## src/hdl/pam_pkg.sv

```systemverilog
package pam_pkg;

	localparam int unsigned BlockBits  = 128;
	localparam int unsigned AccBits    = 131;
	localparam int unsigned QueueDepth = 4;
	localparam int unsigned QPtrBits   = 2;

	localparam logic [127:0] R_CLAMP = 128'h0ffffffc_0ffffffc_0ffffffc_0fffffff;

	typedef enum logic [1:0] {
		OP_AAD    = 2'd0,
		OP_TEXT   = 2'd1,
		OP_FINISH = 2'd2,
		OP_NONE   = 2'd3
	} op_t;

	typedef enum logic [2:0] {
		CFG_R_LOW  = 3'd0,
		CFG_R_HIGH = 3'd1,
		CFG_S_LOW  = 3'd2,
		CFG_S_HIGH = 3'd3,
		CFG_MODE   = 3'd4
	} cfg_index_t;

	typedef enum logic [1:0] {
		F_IDLE,
		F_PAD,
		F_LEN,
		F_FIN
	} front_state_t;

	typedef enum logic [2:0] {
		B_IDLE,
		B_MUL,
		B_RED,
		B_SEL,
		B_TAG
	} back_state_t;

	// One unit of back-end work: absorb a block, or finalize the tag.
	typedef struct packed {
		logic                 fin;
		logic                 top;
		logic [BlockBits-1:0] blk;
	} job_t;

endpackage

```

## src/hdl/pam_back.sv

```systemverilog
module pam_back (
	input  logic          clk,
	input  logic          arst_n,
	input  logic          q_valid,
	input  pam_pkg::job_t q_job,
	output logic          pop,
	input  logic [127:0]  r_key,
	input  logic [127:0]  s_key,
	output logic          m_tvalid,
	input  logic          m_tready,
	output logic [127:0]  m_tdata
);

	pam_pkg::back_state_t          state_q, state_nx;
	logic [pam_pkg::AccBits-1:0]   h_q, acc_q;
	logic [pam_pkg::AccBits:0]     a_q;
	logic [3:0]                    dig_q;
	logic [127:0]                  tag_q;
	logic                          out_valid_q;

	logic [7:0]                    digit;
	logic [139:0]                  prod;
	logic [140:0]                  t_sum;
	logic [pam_pkg::AccBits-1:0]   t_red;
	logic [pam_pkg::AccBits-1:0]   h_red;
	logic [pam_pkg::AccBits-1:0]   g_sum;
	logic                          tag_load;

	// Horner over r, one byte per cycle from the top, folding 2^130 back as 5.
	assign digit = r_key[dig_q*8 +: 8];
	assign prod  = 140'(a_q) * 140'(digit);
	assign t_sum = 141'({acc_q, 8'h00}) + 141'(prod);
	assign t_red = pam_pkg::AccBits'(t_sum[129:0]) + pam_pkg::AccBits'(14'(t_sum[140:130]) * 14'd5);
	assign h_red = pam_pkg::AccBits'(h_q[129:0]) + pam_pkg::AccBits'({h_q[130], 2'b00} + {2'b00, h_q[130]});
	assign g_sum = h_q + pam_pkg::AccBits'(5);

	assign m_tvalid = out_valid_q;
	assign m_tdata  = tag_q;
	assign tag_load = (state_q == pam_pkg::B_TAG) && (!out_valid_q || m_tready);

	always_comb begin
		state_nx = state_q;
		case (state_q)
			pam_pkg::B_IDLE: begin
				if (q_valid)
					state_nx = q_job.fin ? pam_pkg::B_RED : pam_pkg::B_MUL;
			end
			pam_pkg::B_MUL: begin
				if (dig_q == 4'd0)
					state_nx = pam_pkg::B_IDLE;
			end
			pam_pkg::B_RED: state_nx = pam_pkg::B_SEL;
			pam_pkg::B_SEL: state_nx = pam_pkg::B_TAG;
			pam_pkg::B_TAG: begin
				if (tag_load)
					state_nx = pam_pkg::B_IDLE;
			end
			default: state_nx = pam_pkg::B_IDLE;
		endcase
	end

	always_comb begin
		pop = (state_q == pam_pkg::B_IDLE) && q_valid;
	end

	always_ff @(posedge clk or negedge arst_n) begin
		if (!arst_n) begin
			state_q     <= pam_pkg::B_IDLE;
			h_q         <= '0;
			dig_q       <= '0;
			out_valid_q <= 1'b0;
		end else begin
			state_q <= state_nx;
			case (state_q)
				pam_pkg::B_IDLE: begin
					if (q_valid && !q_job.fin)
						dig_q <= 4'd15;
				end
				pam_pkg::B_MUL: begin
					dig_q <= dig_q - 4'd1;
					if (dig_q == 4'd0)
						h_q <= t_red;
				end
				pam_pkg::B_RED: h_q <= h_red;
				pam_pkg::B_SEL: begin
					if (g_sum[130])
						h_q <= {1'b0, g_sum[129:0]};
				end
				pam_pkg::B_TAG: begin
					if (tag_load)
						h_q <= '0;
				end
				default: ;
			endcase
			if (tag_load)
				out_valid_q <= 1'b1;
			else if (m_tready)
				out_valid_q <= 1'b0;
		end
	end

	always_ff @(posedge clk) begin
		if (pop && !q_job.fin) begin
			a_q   <= (pam_pkg::AccBits+1)'(h_q) + (pam_pkg::AccBits+1)'({q_job.top, q_job.blk});
			acc_q <= '0;
		end else if (state_q == pam_pkg::B_MUL) begin
			acc_q <= t_red;
		end
		if (tag_load)
			tag_q <= h_q[127:0] + s_key;
	end

endmodule

```

## config.mk

```make
export PLATFORM = sky130hd
export DESIGN_NAME = pam_back
export DESIGN_NICKNAME = d
export VERILOG_FILES = /design/src/hdl/pam_pkg.sv /design/src/hdl/pam_back.sv
export SDC_FILE = /design/constraint.sdc
export NUM_CORES = 2
export LEC_CHECK = 0
export BUFFER_PORTS_ARGS = -buffer_cell sky130_fd_sc_hd__buf_2
export CAP_MARGIN = 0
export CORE_AREA = 5 5 534 641
export CTS_CLUSTER_DIAMETER = 60
export CTS_CLUSTER_SIZE = 20
export DETAILED_ROUTE_END_ITERATION = 10
export DIE_AREA = 0 0 539 646
export GPL_TIMING_DRIVEN = 0
export PLACE_DENSITY = 0.35
export SETUP_SLACK_MARGIN = 0.15
export SLEW_MARGIN = 20
export SYNTH_ARGS = -nofsm -noshare
export SYNTH_HDL_FRONTEND = slang
export SYNTH_SLANG_ARGS = --single-unit
```

## constraint.sdc

```tcl
create_clock -name clk -period 16.35 [get_ports clk]
set_input_delay 4.905 -clock clk [delete_from_list [all_inputs] [get_ports clk]]
set_output_delay 4.905 -clock clk [all_outputs]
set_load 0.05 [all_outputs]
```

==> impl_metrics.py <==
metrics = {
    "clock_network": {
        "cts_max_path_buffers": 3,
        "ctsHoldBuffers": 0,
        "cts_tree": "yes",
        "clock_sinks": 530,
        "cts_buffers": 84,
        "root_buffer": "clkbuf_16",
        "clk_latency_ps": 770,
        "path_clk_slew_ps": 40,
        "h-tree-depth": 3,
    },
    "yosys": {
        "synth_common_cells": "1097 x inv_1, 1044 x nand2_1, 923 x fa_1",
        "ys_seq_elements": 530,
        "syn-num-nets": 11900,
        "syn_area_um2": 83400,
        "ys.flop_type": "edfxtp_1",
        "synth_top_area_cell": "fa_1",
        "synth_seq_area_share": 0.167,
        "yosysWarnings": 0,
        "synthArstFlopShare": 0.262,
        "synth.most_common_cell": "inv_1",
        "synth_top_area_frac": 0.222,
        "syn_inst": 10100,
        "synth_edf_count": 260,
        "syn_avg_cell_area_um2": 8.23,
        "yosys-top-cells-area": "fa_1 22%, edfxtp_1 9.4%, ha_1 6.8%, and2_1 6.0%, inv_1 4.9%",
        "synthDistinctLibCells": 115,
    },
    "finish": {
        "n_fill_cell": 35900,
        "stdcell_area_um2": 105000,
        "nets": 12900,
        "utilization": 0.314,
        "area_growth_pct": 26.3,
        "multi_input_area_um2": 68200,
        "drive_gt1_frac": 0.185,
        "regArea_um2": 13900,
    },
    "die": {
        "io_pins": 520,
        "start_util": 0.249,
        "die_h_um": 646,
        "rows": 233,
        "die_w_um": 539,
        "dieArea_um2": 348000,
        "design.core.area_um2": 335000,
    },
    "global_routing": {
        "track_usage": 0.296,
        "grt_pass1_wl_mm": 723,
        "grt_pass1_vias": 86500,
        "antenna_found_initial": 100,
        "grt_max_degree": 86,
        "overflow": 0,
    },
    "critical_path": {
        "critical_path_class": "primary input to flop",
        "slowest_stage": "mux4_2",
        "worstPathMaxFanout": 10,
        "required_ps": 16940,
        "timing.rr.end": "acc_q[127]$_SDFFE_PP0P_",
        "cpPeakStageDelay_ps": 670,
        "cp_data_arrival_time_ps": 17680,
        "start_kind": "primary input",
        "ff2ff_path_depth": 47,
        "crit_start": "r_key[127]",
        "end_kind": "flop",
        "r2r_slack_ps": 1610,
        "crit_path_end": "acc_q[127]$_SDFFE_PP0P_",
        "r2r-start": "dig_q[0]$_DFFE_PN0P_",
    },
    "sta": {
        "tightestPinTransition_ps": 1390,
        "period_needed_ps": 17090,
        "slew_viol_final": 0,
        "rsz0062_at_grt": "true",
        "worst_clock_skew_ps": 71.2,
        "max_freq_mhz": 58.5,
        "fin_crit_sh": 1.05,
        "setup_viol": 142,
        "setup_slack_ps": -744,
        "slew_headroom": 0.0732,
        "hold_viol": 0,
    },
    "drt": {
        "postRouteAntennaNets": 0,
        "dr.pass1.iters": 8,
        "wire_per_inst_um": 33.9,
        "drt_first_iter_violations": 6877,
        "drc": 0,
        "routed_via_density": 5.37,
        "via_count": 84500,
        "wl_mm": 533,
    },
    "job": {
        "drv_cap": 0,
    },
    "hold_path": {
        "worstHoldPathType": "flop to flop",
    },
    "placed_design": {
        "pre_cts_ws_ps": -6850,
        "place_congestion": 1.04,
        "hpwl_mm": 446,
        "portBuffers": 519,
        "placed_cell_area_um2": 93100,
    },
    "status": {
        "violations": "setup timing",
        "status": "finished with violations",
    },
}
==> through the flow <==
step	setup TNS (ps)	hold WS [ps]	std cells
2_1_floorplan	0	416	10100
3_3_place_gp	-1807900	442	15100
3_5_place_dp	-1262550	434	15200
4_1_cts	-55370	445	15600
5_1_grt	-79200	481	15700
6_report	-49240	442	15700
==> critical path: cells and delay by family <==
family                   cells  cell delay, ps
adder cells (fa/ha/maj)      8            3830
AND/OR/NAND/NOR             12            3470
AO/OA/AOI/OAI               12            2760
buffers and inverters       11            1370
multiplexers                 2            1130
XOR/XNOR                     1             100
==> placed cells by master, fill, tap and decap left out, drive strengths merged, types with 45 or more instances in the layout <==
master  count
dfxtp     131
or3        62
buf      1047
xnor2     291
nor3      211
inv      1129
clkbuf    482
and3      113
xor2      206
o21ai     663
nand4     255
o21a       76
o31ai      64
o211ai     53
nor4       78
edfxtp    260
fa        923
nand2    1046
a221oi     45
a21o      239
and2      805
o21bai     84
a21oi     699
ha        451
o22ai      48
nand3     273
dfrtp     139
a31oi      87
nand2b     56
nor2      571
==> timing repair <==
item                                    in CTS  in global routing
endpoints found under the setup margin     259                216
gates resized for setup                    810                541
hold endpoints to repair                     0                  0
gates cloned                                 3                  0
pin swaps                                  156                221
setup buffers                              235                125
==> area by class of cell <==
cell class / instances / share of cell area
Multi-Input combinational cell: 7996 / 0.648
Sequential cell: 530 / 0.132
Timing Repair Buffer: 934 / 0.0691
Tap cell: 4465 / 0.0530
Inverter: 1099 / 0.0393
Buffer: 504 / 0.0288
Clock buffer: 91 / 0.0209
Clock inverter: 67 / 0.00827
Antenna cell: 41 / 0.000974
==> layer usage <==
| metal | wire, µm | GRT usage |
|---|---|---|
| met1 | 215000 | 0.365 |
| met2 | 247000 | 0.487 |
| met3 | 31500 | 0.0438 |
| met4 | 40000 | 0.181 |
| met5 | 428 | 0.00260 |
==> sequential cells by signal (all words and copies together), names as in the netlist <==
| register | count |
|---|---|
| h_q | 131 |
| m_tvalid | 1 |
| m_tdata | 128 |
| dig_q | 4 |
| acc_q | 131 |
| state_q | 3 |
| a_q | 132 |
==> how the worst min path moves through the flow <==
stage / startpoint / cells past startpoint / slack [ps] / to
final: acc_q[129]$_SDFFE_PP0P_ / 2 / 440 / acc_q[129]$_SDFFE_PP0P_
after global routing: acc_q[122]$_SDFFE_PP0P_ / 2 / 480 / acc_q[122]$_SDFFE_PP0P_
after CTS: acc_q[129]$_SDFFE_PP0P_ / 2 / 440 / acc_q[129]$_SDFFE_PP0P_
after detailed placement: acc_q[129]$_SDFFE_PP0P_ / 2 / 430 / acc_q[129]$_SDFFE_PP0P_
after global placement: acc_q[129]$_SDFFE_PP0P_ / 2 / 440 / acc_q[129]$_SDFFE_PP0P_
after floorplan: acc_q[129]$_SDFFE_PP0P_ / 2 / 420 / acc_q[129]$_SDFFE_PP0P_
==> cell families (layout without fill, tap and decap cells) <==
| kind of cell | Yosys count | count (layout) | share of synthesized area |
|---|---|---|---|
| AND/OR/NAND/NOR | 3673 | 3673 | 0.226 |
| AO/OA/AOI/OAI | 2387 | 2387 | 0.178 |
| buffers and inverters | 1607 | 2695 | 0.0738 |
| adder cells (fa/ha/maj) | 1374 | 1374 | 0.289 |
| flip-flops | 530 | 530 | 0.167 |
| XOR/XNOR | 497 | 497 | 0.0523 |
| multiplexers | 65 | 65 | 0.0139 |
| other | 0 | 41 | 0 |
Power is not shown: default switching activity piles up to over one toggle a cycle in this logic, so the estimate is an artifact.
