[config.mk]
export PLATFORM = sky130hd
export DESIGN_NAME = pam_queue
export DESIGN_NICKNAME = d
export VERILOG_FILES = /design/src/hdl/pam_pkg.sv /design/src/hdl/pam_queue.sv
export SDC_FILE = /design/constraint.sdc
export NUM_CORES = 1
export LEC_CHECK = 0
export BUFFER_PORTS_ARGS = -buffer_cell sky130_fd_sc_hd__buf_2
export CAP_MARGIN = 20
export CORE_ASPECT_RATIO = 1.25
export CORE_MARGIN = 5
export CORE_UTILIZATION = 51
export CTS_CLUSTER_SIZE = 28
export DETAILED_ROUTE_END_ITERATION = 10
export GPL_TIMING_DRIVEN = 1
export PLACE_DENSITY = 0.78
export SYNTH_ARGS = -nofsm -noshare
export SYNTH_HDL_FRONTEND = slang
export SYNTH_SLANG_ARGS = --single-unit
[constraint.sdc]
create_clock -name clk -period 4.4 [get_ports clk]
set_clock_uncertainty 0.15 [all_clocks]
set_input_delay 0.88 -clock clk [delete_from_list [all_inputs] [get_ports clk]]
set_output_delay 0.88 -clock clk [all_outputs]
set_load 0.01 [all_outputs]
[src/hdl/pam_pkg.sv]
package pam_pkg;

	localparam int unsigned BlockBits  = 128;
	localparam int unsigned AccBits    = 131;
	localparam int unsigned QueueDepth = 4;
	localparam int unsigned QPtrBits   = 2;

	localparam logic [127:0] R_CLAMP = 128'h0ffffffc_0ffffffc_0ffffffc_0fffffff;

	typedef enum logic [1:0] {
		OP_AAD    = 2'd0,
		OP_TEXT   = 2'd1,
		OP_FINISH = 2'd2,
		OP_NONE   = 2'd3
	} op_t;

	typedef enum logic [2:0] {
		CFG_R_LOW  = 3'd0,
		CFG_R_HIGH = 3'd1,
		CFG_S_LOW  = 3'd2,
		CFG_S_HIGH = 3'd3,
		CFG_MODE   = 3'd4
	} cfg_index_t;

	typedef enum logic [1:0] {
		F_IDLE,
		F_PAD,
		F_LEN,
		F_FIN
	} front_state_t;

	typedef enum logic [2:0] {
		B_IDLE,
		B_MUL,
		B_RED,
		B_SEL,
		B_TAG
	} back_state_t;

	// One unit of back-end work: absorb a block, or finalize the tag.
	typedef struct packed {
		logic                 fin;
		logic                 top;
		logic [BlockBits-1:0] blk;
	} job_t;

endpackage

[src/hdl/pam_queue.sv]
module pam_queue (
	input  logic          clk,
	input  logic          arst_n,
	input  logic          push,
	input  pam_pkg::job_t wr_job,
	output logic          full,
	input  logic          pop,
	output logic          rd_valid,
	output pam_pkg::job_t rd_job
);

	pam_pkg::job_t                 mem_q [pam_pkg::QueueDepth];
	logic [pam_pkg::QPtrBits-1:0]  wr_ptr_q, rd_ptr_q;
	logic [pam_pkg::QPtrBits:0]    count_q;
	logic                          do_push, do_pop;

	assign full     = count_q == (pam_pkg::QPtrBits+1)'(pam_pkg::QueueDepth);
	assign rd_valid = count_q != '0;
	assign rd_job   = mem_q[rd_ptr_q];
	assign do_push  = push && !full;
	assign do_pop   = pop && rd_valid;

	always_ff @(posedge clk or negedge arst_n) begin
		if (!arst_n) begin
			wr_ptr_q <= '0;
			rd_ptr_q <= '0;
			count_q  <= '0;
		end else begin
			if (do_push)
				wr_ptr_q <= wr_ptr_q + 1'b1;
			if (do_pop)
				rd_ptr_q <= rd_ptr_q + 1'b1;
			if (do_push && !do_pop)
				count_q <= count_q + 1'b1;
			else if (do_pop && !do_push)
				count_q <= count_q - 1'b1;
		end
	end

	always_ff @(posedge clk) begin
		if (do_push)
			mem_q[wr_ptr_q] <= wr_job;
	end

endmodule

==> results.md, run 1 <==
Outcome:
- The run finished with clean final reports.

Timing:
- Derived from the worst setup path, the maximum achievable clock frequency is roughly 0.28 GHz.
- Setup repair after global routing left no endpoint under its margin.
- The final period demand of the worst path is 3510 ps.
- The max-slew violation count is 0.
- Setup violations remaining at the end of the flow were counted as 0.
- The number of endpoints with negative hold slack in the final report came to 0.
- At the pin with the least slew margin, the transition time is between 600 and 700 ps.
- The worst slew margin relative to its limit is a little over half.
- For the final routed database, the setup TNS stands at 0 ps.
- The post-route clock period utilization is between 70 and 80%.
- The smallest hold slack is roughly 340 ps.

Placement:
- Port buffering added roughly 270 buffers.
- The total placed instance area is 0.0212 mm^2.
- Routability-driven placement finished with a final weighted congestion of roughly 0.75.
- The HPWL after detailed placement is 22500 um.

Clock tree:
- The number of clock buffers inserted by TritonCTS is 49.
- The H-tree level count is 2.
- The root buffer cell is clkbuf_16.
- After clock tree synthesis, the clock-pin slew on the worst setup and hold paths is 60 ps.
- Post-CTS repair changed the size of 0 cells.
- The maximum clock path buffer count is 3.
- The number of buffers inserted to repair setup after CTS is 0.
- The insertion delay to the later sink of the worst-skew pair is 550 ps.
- TritonCTS built the clock tree.
- After clock tree synthesis, the flow added hold-fix buffers numbering 1.
- The number of sinks driven by the clock tree is 527.

Floorplanning:
- Pin placement for this block handled about 270 I/O pins.
- In this run the vertical extent of the chip is ~230 um.
- The number of placement rows is 79.
- The starting utilization of the core area is roughly half.
- The region available for standard cell placement spans around 0.037 mm^2.
- The floorplan die area is 0.0416 mm^2.
- The die is 183 um wide.

Final layout:
- The fill cell total of the finished layout is about 2600.
- The most common cell after layout, fill and taps aside is edfxtp_1.
- The multi-input logic area is approximately 0.0032 mm^2.
- Leaving out fill and tap cells, the most frequent cells in the layout are edfxtp_1, buf_2, mux4_2.
- The post-route netlist has 46.7% of its cells at a drive strength greater than 1.
- Summing all flip-flop and latch instances after layout gives around 0.016 mm^2.
- The finished cells cover between 0.02 and 0.025 mm^2.
- For this run, the share of the core covered by cells in the final layout is about 61%.
- From synthesis to final layout, the design area changed by 18.6%.
- The number of nets in the layout is between 1000 and 1500.

Global routing:
- The global routing usage summed across all routing layers is 17.1%.
- The total overflow left after global routing is 0.
- The initial antenna violation count is 9.
- The via count of the first global-routing pass is a little over 9000.
- The pin count of the biggest net entering global routing is about 70.
- The global-route wire length before repair is ~53000 um.

Pwr:
- The static leakage power is 7.72 nW.
- In this run the power density over the cells is 676 mW/mm^2.
- IR analysis of the VDD net gives a maximum drop of approximately 0.00058 V.
- The final total power is around 15 mW.

Synth:
- After synthesis, the share of flip-flops with an asynchronous set or reset is approximately 1.3%.
- The biggest area contributor in the post-synthesis netlist is edfxtp_1.
- The leading register cell type out of synthesis is edfxtp_1.
- The average size of a mapped cell is roughly 27 um^2.
- Counting flops with a built-in enable in the synthesized netlist gives 520.
- The Yosys step of the flow raised 0 warnings.
- Counting every net in the synthesized netlist gives 855.
- The post-synthesis cell count is roughly 720.
- After synthesis the netlist holds a flip-flop and latch count of between 500 and 600.
- Summed over its instances, the top area cell type makes up 81.5% of the synthesized netlist area.
- Yosys mapped the design onto 22 distinct sky130hd cell types.
- For this run, the register share of the synthesized area comes to between 80% and 90%.
- By area the synthesized netlist is led by edfxtp_1, mux4_2, dfrtp_1.
- The synthesized netlist occupies a cell area of between 0.015 and 0.02 mm^2.

Drt:
- The pre-antenna-repair detailed-routing pass consisted of 5 iterations.
- The total via count after detailed routing is around 8600.
- In this run the remaining antenna-violating nets after routing total 0.
- The mean number of vias per cell is 5.52.
- Wires add up to 35900 um.
- After the first detailed-routing iteration, the DRC count stood at roughly 500.
- Dividing the detail-routed wire length by the instance count gives approximately 23 um.
- After detailed routing, the number of remaining DRC violations is 0.

Critical path:
- The kind of capture point of the worst setup path is a primary output.
- The endpoint arrival time on the critical path is 2480 ps.
- The category of the critical setup timing path is flip-flop to primary output.
- The kind of start point of the critical path is a flip-flop.
- The worst endpoint required time is about 3400 ps.
- Along the worst path, the maximum fanout reaches 25.

Hold path:
- The worst hold path belongs to the class flip-flop to flip-flop.

Run:
- The count of maximum capacitance violations is 0.
cell usage after synthesis, drive strengths merged, types with 2 or more instances:
| library cell | instances |
|---|---|
| xnor2 | 4 |
| edfxtp | 520 |
| mux4 | 130 |
| clkbuf | 3 |
| ha | 5 |
| xor2 | 2 |
| mux2 | 2 |
| inv | 3 |
| buf | 28 |
| and2 | 4 |
| dfrtp | 7 |
per-layer routing:
| metal | vias up | track usage, % | wire [um] |
|---|---|---|---|
| li1 | 3722 | - | - |
| met1 | 4469 | 21.6 | 13300 |
| met2 | 285 | 29.1 | 18800 |
| met3 | 75 | 4.19 | 2510 |
| met4 | 6 | 6.42 | 1150 |
| met5 | - | 0 | 34 |
stage by stage:
step	setup slack [ps]	instances
2_1_floorplan	1050	715
3_3_place_gp	1360	1454
3_5_place_dp	1350	1454
4_1_cts	775	1542
5_1_grt	706	1547
6_report	888	1549
power by group:
group | leakage (nW) | internal (mW) | switching, mW
Sequential | 4.84 | 6.63 | 0.367
Clock | 0.749 | 2.28 | 1.69
Combinational | 2.13 | 2.06 | 2.33
critical path, cell delays in order, from the launching register on:
cell and delay, ps:
dfrtp_4 770, buf_4 430, mux4_2 560, buf_2 160
cell type report:
cell class / count / share of cell area, %
tap: 486 / 2.67
antenna: 7 / 0.0771
inverter: 3 / 0.0495
multi-input combinational: 154 / 13.9
timing repair buffer: 285 / 7.11
sequential: 527 / 69.5
clock inverter: 26 / 0.985
clock buffer: 61 / 5.72
registers in the layout, indices dropped and copies added, names as in the netlist:
register and flops:
wr_ptr_q 2, rd_ptr_q 2, mem_q 520, count_q 3
path summary, 6_finish.rpt:
check / start / to / slack, ps / depth (start not counted)
setup / recovery: rd_ptr_q[0] / rd_job[118] / 890 / 3
hold / removal: count_q[2] / count_q[2] / 340 / 1
hold reg to reg: count_q[2] / count_q[2] / 340 / 1
min in group asynchronous: arst_n / wr_ptr_q[0] / 540 / 2
setup reg to reg: count_q[2] / mem_q[2][50] / 1780 / 4
max in group asynchronous: arst_n / rd_ptr_q[0] / 3380 / 2
kinds of logic after synthesis:
group / Yosys count / synth area share, %
XOR/XNOR: 6 / 0.274
adder cells (fa/ha/maj): 6 / 0.431
buffers and inverters: 34 / 1.18
AND/OR/NAND/NOR: 10 / 0.326
multiplexers: 132 / 15.4
flip-flops: 527 / 82.4
(Power assumes the default switching activity.)
==> inputs of run 2 (changes only) <==
--- a/config.mk
+++ b/config.mk
@@ -9,11 +9,11 @@
 export CAP_MARGIN = 20
 export CORE_ASPECT_RATIO = 1.25
 export CORE_MARGIN = 5
-export CORE_UTILIZATION = 51
+export CORE_UTILIZATION = 57
 export CTS_CLUSTER_SIZE = 28
 export DETAILED_ROUTE_END_ITERATION = 10
 export GPL_TIMING_DRIVEN = 1
-export PLACE_DENSITY = 0.78
+export PLACE_DENSITY = 0.82
 export SYNTH_ARGS = -nofsm -noshare
 export SYNTH_HDL_FRONTEND = slang
 export SYNTH_SLANG_ARGS = --single-unit
==> constraint.sdc (replaced) <==
create_clock -name clk -period 3.5 [get_ports clk]
set_clock_uncertainty 0.15 [all_clocks]
set_input_delay 0.7 -clock clk [delete_from_list [all_inputs] [get_ports clk]]
set_output_delay 0.7 -clock clk [all_outputs]
set_load 0.01 [all_outputs]
==> run 2 against run 1 <==
Effect of this change:
- sequential power grew 25%
- clock power grew 24%
- wire length grew 3.2%
- clock-buffer cell count grew 4
- hold slack lost 140 ps
- global-route usage grew 2.7 points
- largest power group unchanged
==> results.md, run 2 (synthesis results as in run 1) <==
Timing:
- For this run, the top clock speed supported by timing is a little over 0.3 GHz.
- The slew at the pin closest to its max-slew limit is 593 ps (-89.8 ps).
- The post-route clock period utilization is 92.2%.
- The sum of negative setup slack is 0 ps (unchanged).
- The setup slack after layout was 272 ps (-616 ps).
- Setup repair after global routing left no endpoint under its margin.
- The final period demand of the worst path is approximately 3200 ps.
- The worst slew margin relative to its limit is 60.4% (+5.9 points).
- The max-slew violation count is 0 (unchanged).
- The number of endpoints with negative hold slack in the final report was 0 (unchanged).
- The number of setup violations in the final report came to 0 (unchanged).

Drt:
- The post-route antenna net violation count was 0 (unchanged).
- The detailed-routing iteration count for the pre-antenna-repair pass is 5 (unchanged).
- The sum of routed wire length over all layers is 37000 um (+3.2%).
- The number of remaining DRC errors came to 0 (unchanged).
- The average wire length per cell after detail routing was 24.9 um (+7.3%).
- The number of design-rule violations left by the first detailed-router iteration came to 623 (+25%).
- The mean number of vias per cell is 5.81 (+5.1%).
- The total via count after detailed routing was 8652 (+1.1%).

Placement:
- The HPWL after detailed placement came to 22900 um (+2.2%).
- The number of buffers added on ports is 265 (unchanged).
- The instance count after placement with tap cells included is 1396 (-4.0%).
- The global placer's final weighted congestion came to 0.732 (-3.0%).
- The worst slack at placement is 731 ps (-614 ps).

Critical path:
- The worst endpoint required time is 2650 ps (-720 ps).
- The kind of capture point of the worst setup path is a primary output.
- The category of the critical setup timing path is flip-flop to primary output.
- The endpoint arrival time on the critical path was 2380 ps (-100 ps).
- The largest driver fanout on the critical path was 27 (+8.0%).
- The kind of start point of the critical path is a flip-flop.

Floorplanning:
- The overall die height is 215 um (-5.2%).
- The number of placement rows is 75 (-5.1%).
- The count of boundary I/O pins was 266 (unchanged).
- The floorplan core area is 0.0334 mm^2 (-10%).
- The width of the die is 174 um (-5.1%).
- The floorplan die area is 0.0374 mm^2 (-10%).
- The starting utilization of the core area is 57.4% (+5.8 points).

Final layout:
- The number of nets in the layout is 1165 (+0.43%).
- The library cell used most frequently in the layout, excluding fill and tap cells, is edfxtp_1.
- The largest registers in the layout are mem_q: 520 flops, count_q: 3 flops.
- The fraction of layout cells with a size suffix above 1 is 46.2% (-0.50 points).
- The top register by number of flip-flops is mem_q.
- The flip-flop count of the largest register, all copies and words added was 520 (unchanged).
- The library cells used most frequently in the layout, excluding fill and tap cells, are edfxtp_1, buf_2, mux4_2.
- The final cell count without fillers was 1490 (-3.8%).
- The utilization after layout was 68.1% (+6.9 points).
- The layout overhead on the synthesized area is 18.7% (about the same).

Clock tree:
- The number of clock buffers inserted by TritonCTS is 49 (unchanged).
- The number of sinks driven by the clock tree came to 527 (unchanged).
- The root buffer cell is clkbuf_16.
- The H-tree level count is 2 (unchanged).
- TritonCTS built the clock tree.
- The insertion delay to the later sink of the worst-skew pair came to 550 ps (about the same).
- The maximum clock path buffer count is 3 (unchanged).
- The post-cts resize count came to 0 (unchanged).
- The clock-pin slew on the worst setup and hold paths is 60 ps (about the same).

Outcome:
- The run finished with clean final reports.

Global routing:
- The global routing usage summed across all routing layers is 19.9% (+2.7 points).
- The via count of the first global-routing pass is 9376 (+2.5%).
- The pin count of the biggest net entering global routing is 68 (unchanged).
- The final global-route overflow total came to 0 (unchanged).
- The initial antenna violation count is 11 (+2).
- The global-route wire length before repair is 56200 um (+5.4%).

Pwr:
- The power density over the cells came to 855 mW/mm^2 (+27%).
- The peak supply drop is 0.000744 V (+29%).
- The static leakage power came to 7.74 nW (+0.27%).

Hold path:
- The worst min-delay path class is input pin to flip-flop.

Run:
- The count of maximum capacitance violations came to 0 (unchanged).
## run 2: layer usage
| layer | global-route usage, % | part of all wire [%] | vias up |
|---|---|---|---|
| met5 | 0 | 0.13 | - |
| met4 | 7.34 | 3.1 | 10 |
| met3 | 4.67 | 7.0 | 73 |
| met2 | 32.9 | 52 | 337 |
| met1 | 26.2 | 38 | 4510 |
| li1 | - | - | 3722 |
## run 2: final timing paths
check                           slack (ps)  cells past startpoint        start      endpoint
worst min register to register         350                      1   count_q[2]    count_q[2]
worst max register to register         970                      4   count_q[2]  mem_q[0][72]
max in group asynchronous             2650                      2       arst_n   rd_ptr_q[1]
worst min-delay path                   200                      1   wr_job[83]  mem_q[2][83]
min in group asynchronous              360                      2       arst_n    count_q[1]
worst max-delay path                   270                      3  rd_ptr_q[0]    rd_job[48]
## run 2: critical path, stage by stage (launching register included)
cell and delay [ps]:
dfrtp_4 810, buf_12 270, mux4_2 550, buf_2 160
## run 2: metrics by stage
step | hold slack, ps | total power, mW | area [um^2]
global placement | 319 | 14.7 | 21200
finish | 200 | 19.4 | 22700
detailed placement | 317 | 14.8 | 21200
floorplan | 254 | 12.4 | 19200
global route | 180 | 20.4 | 22700
CTS | 171 | 19.7 | 22700
## run 2: area by class of cell
| type | count | area (um^2) |
|---|---|---|
| Clock inverter | 22 | 163 |
| Fill cell | 2061 | 10700 |
| Clock buffer | 65 | 1330 |
| Antenna cell | 6 | 15.0 |
| Tap cell | 423 | 529 |
| Timing Repair Buffer | 290 | 1740 |
| Inverter | 3 | 11.3 |
| Multi-Input combinational cell | 154 | 3160 |
| Sequential cell | 527 | 15800 |
## run 2: where the power goes
part | internal, mW | leakage (nW) | switching [mW]
Clock | 2.81 | 0.718 | 2.11
Sequential | 8.33 | 4.84 | 0.385
Combinational | 2.72 | 2.18 | 3.09
Total | 13.9 | 7.74 | 5.58
## run 2: timing repair
| item | 4_1_cts | 5_1_grt |
|---|---|---|
| setup buffers | 0 | 0 |
| setup endpoints to repair | 0 | 0 |
| hold buffers | 1 | 0 |
| hold endpoints to repair | 7 | 0 |
==> inputs of run 3 (changes only) <==
--- a/config.mk
+++ b/config.mk
@@ -12,8 +12,9 @@
 export CORE_UTILIZATION = 57
 export CTS_CLUSTER_SIZE = 28
 export DETAILED_ROUTE_END_ITERATION = 10
-export GPL_TIMING_DRIVEN = 1
-export PLACE_DENSITY = 0.82
+export GPL_TIMING_DRIVEN = 0
+export PLACE_DENSITY = 0.83
+export SKIP_CTS_REPAIR_TIMING = 1
 export SYNTH_ARGS = -nofsm -noshare
 export SYNTH_HDL_FRONTEND = slang
 export SYNTH_SLANG_ARGS = --single-unit
==> run 3 against run 2 <==
Effect of this change:
- global-route usage is 0.35 points lower
- flip-flop and latch count stayed put
- cell area is 0.15% higher
- combinational power is 2% higher
- final cell count is 1.0% higher
- sequential share of layout area is 0.14 points lower
- total power is 0.16% higher
- wire length is 1.8% lower
- clock-buffer cell count is 10 lower
- via count is 0.62% higher
- worst setup slack worse by 99 ps
- fmax is 3.0% lower
==> results.md, run 3 (synthesis results as in run 1) <==
Clock tree:
- The maximum clock path buffer count is 3 (unchanged).
- The insertion delay to the later sink of the worst-skew pair is 560 ps (about the same).
- The H-tree level count is 2 (unchanged).
- The clock-pin slew on the worst setup and hold paths was 60 ps (about the same).
- TritonCTS built the clock tree.
- The number of sinks driven by the clock tree is 527 (unchanged).
- The root buffer cell chosen for the clock tree is clkbuf_16.
- The number of clock buffers inserted by TritonCTS came to 48 (-2.0%).

Final layout:
- The area growth from synthesis to layout is 18.9%.
- The flip-flop count of the largest register, all copies and words added is 520 (unchanged).
- In the layout the commonest cells are edfxtp_1, buf_2, mux4_2.
- The largest registers in the layout are mem_q: 520 flops, count_q: 3 flops.
- The number of nets in the layout came to 1179 (+1.2%).
- The fraction of layout cells with a size suffix above 1 came to 47.2% (+1.0 points).
- Leaving out fill and tap cells, the most frequent cell in the layout is edfxtp_1.
- The utilization after layout was 68.2% (+0.10 points).
- More flip-flops sit in one register than any other, and that register is mem_q.
- The post-layout instance area is 0.0228 mm^2 (+0.15%).

Global routing:
- The global-route wire length before repair is 55500 um (-1.3%).
- The via count of the first global-routing pass came to 9286 (-0.96%).
- The initial antenna violation count is 11 (unchanged).
- The final global-route overflow total is 0 (unchanged).
- The pin count of the biggest net entering global routing is 57 (-16%).
- The global routing usage summed across all routing layers is 19.5% (-0.35 points).

Timing:
- The post-route clock period utilization was 95.1% (+2.8 points).
- The worst slew margin relative to its limit is 56.3% (-4.1 points).
- The number of setup violations in the final report was 0 (unchanged).
- Setup repair after global routing left no endpoint under its margin.
- The number of endpoints with negative hold slack in the final report was 0 (unchanged).
- The max-slew violation count was 0 (unchanged).
- The final period demand of the worst path is 3330 ps (+99.3 ps).
- The setup slack after layout is 172 ps (-99.3 ps).
- The slew at the pin closest to its max-slew limit is 656 ps (+62.9 ps).
- The sum of negative setup slack is 0 ps (unchanged).
- The maximum clock rate is 0.301 GHz (-3.0%).

Outcome:
- The flow ran to the end, and the final reports show no timing, DRC or antenna violations.

Drt:
- The number of design-rule violations left by the first detailed-router iteration came to 645 (+3.5%).
- The average wire length per cell after detail routing is 24.2 um (-2.8%).
- The number of remaining DRC errors came to 0 (unchanged).
- The sum of routed wire length over all layers is 36400 um (-1.8%).
- The post-route antenna net violation count is 0 (unchanged).
- The total via count after detailed routing was 8706 (+0.62%).
- The detailed-routing iteration count for the pre-antenna-repair pass was 5 (unchanged).
- The mean number of vias per cell is 5.78 (-0.38%).

Floorplanning:
- The floorplan core area is 0.0334 mm^2 (unchanged).
- The starting utilization of the core area is 57.4% (unchanged).
- The number of placement rows came to 75 (unchanged).
- The width of the die is 174 um (unchanged).
- The overall die height is 215 um (unchanged).
- The floorplan die area is 0.0374 mm^2 (unchanged).
- The count of boundary I/O pins was 266 (unchanged).

Pwr:
- The power share of the combinational group was 30.4% (+0.5 points).
- The static leakage power came to 7.80 nW (+0.78%).
- The proportion of total power due to net switching came to 28.8% (+0.11 points).
- The cell internal power dissipation is 13.9 mW (about the same).
- The part of the total power dissipated in sequential elements came to 44.1% (-0.7 points).
- The clock share of power is 25.5% (+0.2 points).
- The power density over the cells is 855 mW/mm^2 (about the same).
- The switching power was 5.61 mW (+0.54%).
- The peak supply drop is 0.000519 V (-30%).

Placement:
- The total placed instance area is 0.0213 mm^2 (+0.11%).
- The number of buffers added on ports is 265 (unchanged).
- The global placer's final weighted congestion is 0.718 (-2.0%).
- The worst slack at placement is 713 ps (-18.0 ps).
- The HPWL after detailed placement is 23000 um (about the same).

Hold path:
- The launch instance of the worst min-delay path is wr_job[113].
- The min-delay analysis places its worst path in the category input pin to flip-flop.
- The hold path depth is 1 (unchanged).
- For hold timing, the worst endpoint is mem_q[0][113].

Critical path:
- The reg-to-reg startpoint is count_q[2].
- The worst reg-to-reg path cell count is 5 (+1).
- The largest driver fanout on the critical path is 10 (-63%).
- The endpoint arrival time on the critical path came to 2480 ps (+100 ps).
- STA classifies the critical path startpoint as a flip-flop.
- The worst endpoint required time is 2650 ps (about the same).
- The worst setup path is of the flip-flop to primary output kind.
- The worst setup slack for register-to-register paths is 1130 ps (+160 ps).
- STA classifies the critical path endpoint as a primary output.
- The capturing point of the worst reg2reg path is mem_q[2][62].

Run:
- The count of maximum capacitance violations is 0 (unchanged).
run 3: cell type report:
| type | instances | area (um^2) |
|---|---|---|
| timing repair buffer | 274 | 1560 |
| buffer | 31 | 215 |
| sequential | 527 | 15800 |
| clock buffer | 55 | 1250 |
| multi-input combinational | 154 | 3160 |
| fill | 2044 | 10600 |
| clock inverter | 28 | 244 |
| inverter | 3 | 11.3 |
| antenna | 10 | 25.0 |
| tap | 423 | 529 |
run 3: worst max-delay path by stage:
stage	to	slack, ps	start
finish	rd_job[24]	170	rd_ptr_q[1]
global placement	mem_q[0][59]	-1030	push
floorplan	mem_q[0][0]	330	push
global route	rd_job[24]	60	rd_ptr_q[1]
CTS	rd_job[24]	100	rd_ptr_q[1]
detailed placement	rd_job[24]	710	rd_ptr_q[1]
run 3: critical path, stage by stage, from the launching register on:
cell,delay (ps)
dfrtp_1,330
clkbuf_1,260
buf_2,380
buf_2,390
mux4_2,390
buf_2,160
run 3: metrics by stage:
step                      power, mW  hold slack [ps]  instances
final                          19.5              204       1505
after CTS                      19.7             -208       1494
after detailed placement       14.8              319       1411
after global routing           20.4              180       1504
after global placement         14.6              311       1403
after floorplan                12.4              254        715
run 3: metal layers:
metal / GRT usage, % / share of wire [%] / up-vias
li1: - / - / 3763
met1: 24.8 / 37 / 4550
met2: 33.6 / 54 / 318
met3: 4.20 / 5.9 / 71
met4: 7.13 / 3.0 / 4
met5: 0 / 0.074 / -
run 3: power by group through the flow:
stage	logic [mW]	clock network, mW	registers, mW
after detailed placement	6.04	0	8.74
after global placement	5.82	0	8.80
final	5.92	4.96	8.60
after global routing	6.33	5.38	8.69
after CTS	6.07	5.06	8.62
after floorplan	3.73	0	8.70
